--- src/hdl/amsgrad_ram.sv ---
// Generic single-port-write, single-port-read RAM with registered read.
module amsgrad_ram #(
   parameter int WIDTH = 32,
   parameter int DEPTH = 64
) (
   input  logic                     clock,
   input  logic                     wr_en,
   input  logic [$clog2(DEPTH)-1:0] wr_addr,
   input  logic [WIDTH-1:0]         wr_data,
   input  logic [$clog2(DEPTH)-1:0] rd_addr,
   output logic [WIDTH-1:0]         rd_data
);

   logic [WIDTH-1:0] mem [DEPTH];

   always_ff @(posedge clock) begin
      if (wr_en) begin
         mem[wr_addr] <= wr_data;
      end
      rd_data <= mem[rd_addr];
   end

endmodule
--- config.mk ---
export PLATFORM = sky130hd
export DESIGN_NAME = amsgrad_ram
export DESIGN_NICKNAME = d
export VERILOG_FILES = /design/src/hdl/amsgrad_ram.sv
export SDC_FILE = /design/constraint.sdc
export NUM_CORES = 2
export LEC_CHECK = 0
export BUFFER_PORTS_ARGS = -buffer_cell sky130_fd_sc_hd__buf_2
export CORE_AREA = 2 2 381 383
export CTS_CLUSTER_DIAMETER = 150
export DETAILED_ROUTE_END_ITERATION = 16
export DIE_AREA = 0 0 383 385
export GPL_TIMING_DRIVEN = 0
export HOLD_SLACK_MARGIN = 0.02
export PLACE_DENSITY = 0.7
export SLEW_MARGIN = 20
export SYNTH_ARGS = -nofsm -noshare
export SYNTH_HDL_FRONTEND = slang
export SYNTH_SLANG_ARGS = --single-unit
export TNS_END_PERCENT = 50
--- constraint.sdc ---
create_clock -name clock -period 3.75 [get_ports clock]
set_input_delay 0.1875 -clock clock [delete_from_list [all_inputs] [get_ports clock]]
set_output_delay 0.1875 -clock clock [all_outputs]
set_load 0.01 [all_outputs]
==> metrics.csv <==
stage;metric;value;unit
run_status;outcome;finished clean;
cts;clockBufferDepth;3;
grt;grt_pass1_wl;321;mm
die;core_area;143000;sq um
timing;fmax;270;MHz
pwr;p_leak;28.7;nW
placement;gp_congestion;0.869;
die;die_w;383;um
grt;grt_overflow;0;
final_layout;drive_gt1_share;30.4;%
synthesis;yosys-top-cells-area;edfxtp_1 (78%), mux4_2 (16%), mux2i_1 (1.2%), dfxtp_1 (0.82%), o22ai_1 (0.67%);
cts;htree_levels;4;
grt;antenna_found_initial;13;
grt;first_global_vias;39100;
die;dieArea;147000;sq um
die;num_rows;139;
final_layout;fin_nets;3806;
cts;numCtsBuffers;195;
synthesis;synth_area;78500;sq um
die;top_level_ports;78;
synthesis;synth_flop_cell;edfxtp_1;
timing;worst_pin_slew;1.21;ns
detailed_routing;drcViolationCount;0;
timing;fin_skew;0.0339;ns
die;start_util;54.9;%
die;chipHeight;385;um
detailed_routing;wirelength;236;mm
synthesis;synth_fp_nets;3370;
timing;hold_viol_final;0;
synthesis;async_flop_share;0;%
final_layout;fin_cells;5828;
timing;min_period;3.71;ns
placement;preCtsSetupSlack;-0.619;ns
timing;fin_crit_sh;98.9;%
synthesis;synth_seq_area_share;79.1;%
placement;dp.cells;5434;
synthesis;yosysUniqueCellTypes;34;
detailed_routing;viasPerCell;6.94;
timing;rsz0062_at_grt;no;
timing;slew_headroom;19.2;%
critical_path;crit_fanout;10;
critical_path;worstSetupPathType;in2reg;
grt;grt_use_total;32.5;%
cts;insertion_delay;0.83;ns
final_layout;fill_cells;9057;
cts;numClockSinks;2080;
critical_path;crit_arrival;4.34;ns
grt;grt_max_degree;65;
critical_path;setup.worst_path.end_class;flip-flop;
synthesis;synth_area_per_cell;23.6;sq um
synthesis;synth-edff-count;2048;
critical_path;cp_data_required_time;4.38;ns
placement;dpl.hpwl;152;mm
pwr;ir_drop;0.543;mV
timing;setup_tns;0;ns
timing;maxSlewViolCount;0;
timing;whs;0.124;ns
detailed_routing;dr.pass1.iters;6;
detailed_routing;vias;40400;
synthesis;synth_seq_cells;2080;
detailed_routing;wl_per_cell;40.5;um
placement;portBuffers;69;
synthesis;synth.top_cell.area_share;78.3;%
timing;layout_setup_ws;0.0405;ns
pwr;power_density;526;nW/um^2
synthesis;synth_warnings;0;
timing;setup_viol_count_final;0;
hold_path;holdCritPathClass;in2reg;
final_layout;area_growth;16.5;%
detailed_routing;ant_nets;0;
cts;post_cts_buffers;0;
synthesis;syn-instance-count;3324;
synthesis;synth_area_leader_cell;edfxtp_1;
cts;clk_pin_slew_worst_paths;0.06;ns
cts;cts_tree;built;
flow_run;max_cap_viol_count;0;
detailed_routing;drtIter0Drc;7132;
final_layout;fin_util;63.9;%
cts;cts_root_buf;clkbuf_16;
critical_path;start_kind;input port;
==> worst paths after layout <==
| kind | from | to | slack [ns] | cells past startpoint |
|---|---|---|---|---|
| setup / recovery | rd_addr[1] | rd_data[5] | 0.04 | 9 |
| hold / removal | wr_addr[2] | mem[48][9] | 0.12 | 2 |
| setup reg to reg | mem[26][18] | rd_data[18] | 0.92 | 4 |
| hold reg to reg | mem[12][17] | rd_data[17] | 0.88 | 4 |
==> worst max-delay path: stages <==
cell,delay [ns]
buf_2,0.41
buf_2,0.43
buf_2,0.38
clkbuf_1,0.85
mux4_2,0.39
mux2i_1,0.07
a21oi_1,0.61
a21oi_1,0.27
nor2_1,0.71
==> Yosys cell counts, types with 2 or more instances <==
| library cell | count |
|---|---|
| mux4_2 | 544 |
| or3_1 | 3 |
| nand3b_1 | 5 |
| mux2i_1 | 93 |
| buf_4 | 25 |
| nor2b_1 | 15 |
| buf_6 | 5 |
| nor2_1 | 137 |
| a311oi_1 | 8 |
| clkbuf_1 | 74 |
| buf_2 | 57 |
| or3b_1 | 2 |
| nand3_1 | 5 |
| buf_1 | 21 |
| dfxtp_1 | 32 |
| a21oi_1 | 62 |
| nand2_1 | 26 |
| edfxtp_1 | 2048 |
| o221ai_1 | 27 |
| nand4_1 | 2 |
| and2_1 | 2 |
| o22ai_1 | 84 |
| nand2b_1 | 8 |
| or3b_2 | 3 |
| a41o_1 | 4 |
| a22oi_1 | 12 |
| o32ai_1 | 4 |
| and3_1 | 4 |
| nor3_1 | 7 |
==> cells by family (layout without fill, tap and decap cells) <==
logic type | after synthesis | in the layout | share of synthesized area (%)
simple gates | 223 | 223 | 1.27
mux | 637 | 637 | 16.8
other cells | 0 | 5 | 0
flops | 2080 | 2080 | 79.1
buf+inv | 182 | 778 | 1.13
compound gates | 202 | 202 | 1.67
==> per-layer routing <==
| layer | up-vias | global-route usage (%) | wire length [um] |
|---|---|---|---|
| li1 | 15200 | - | - |
| met1 | 21200 | 43.0 | 80000 |
| met2 | 3365 | 50.1 | 110000 |
| met3 | 712 | 9.64 | 32800 |
| met4 | 6 | 15.5 | 13700 |
| met5 | - | 0 | 34 |
==> area by class of cell <==
cell class / instances / area, sq um / area share, %
antenna: 5 / 12.5 / 0.0137
clock buffer: 249 / 5200 / 5.69
sequential: 2080 / 62100 / 68.0
buffer: 182 / 902 / 0.987
multi-input combinational: 1062 / 16000 / 17.5
tap: 1903 / 2380 / 2.60
clock inverter: 108 / 1050 / 1.15
timing repair buffer: 239 / 3780 / 4.13
==> placed cells by master, fill, tap and decap left out, types with 12 or more instances in the layout <==
| master | instances |
|---|---|
| clkinv_1 | 40 |
| dfxtp_1 | 32 |
| clkbuf_16 | 197 |
| mux2i_1 | 93 |
| buf_16 | 56 |
| a22oi_1 | 12 |
| buf_4 | 65 |
| nor2_1 | 75 |
| clkbuf_1 | 107 |
| dlygate4sd3_1 | 31 |
| nand2_1 | 26 |
| nor2b_1 | 15 |
| clkinv_2 | 33 |
| o22ai_1 | 84 |
| o221ai_1 | 27 |
| buf_12 | 69 |
| bufinv_16 | 18 |
| buf_2 | 96 |
| edfxtp_1 | 2048 |
| nor2_4 | 62 |
| a21oi_1 | 62 |
| mux4_2 | 544 |
| buf_1 | 19 |
| clkbuf_2 | 13 |
==> sequential cells by signal (all words and copies together), names as in the netlist <==
name,count
rd_data,32
mem,2048
==> per-stage QoR <==
stage,total power [mW],area [sq um]
3_3_place_gp,28.8,81200
4_1_cts,48.1,91200
2_1_floorplan,27.6,78500
5_1_grt,49.1,91400
3_5_place_dp,28.9,84800
6_report,48.1,91400
==> what timing repair did <==
action / CTS / global route
resized for setup: 0 / 2
hold buffers: 16 / 15
setup endpoints to repair: 0 / 1
endpoints found under the hold margin: 958 / 902
==> power by group <==
| part | leakage [nW] | internal, mW | switching, mW |
|---|---|---|---|
| Clock | 3.06 | 11.0 | 8.59 |
| Sequential | 18.7 | 25.7 | 0.0489 |
| Combinational | 6.90 | 0.919 | 1.81 |
Power figures use the tool's default switching activity.
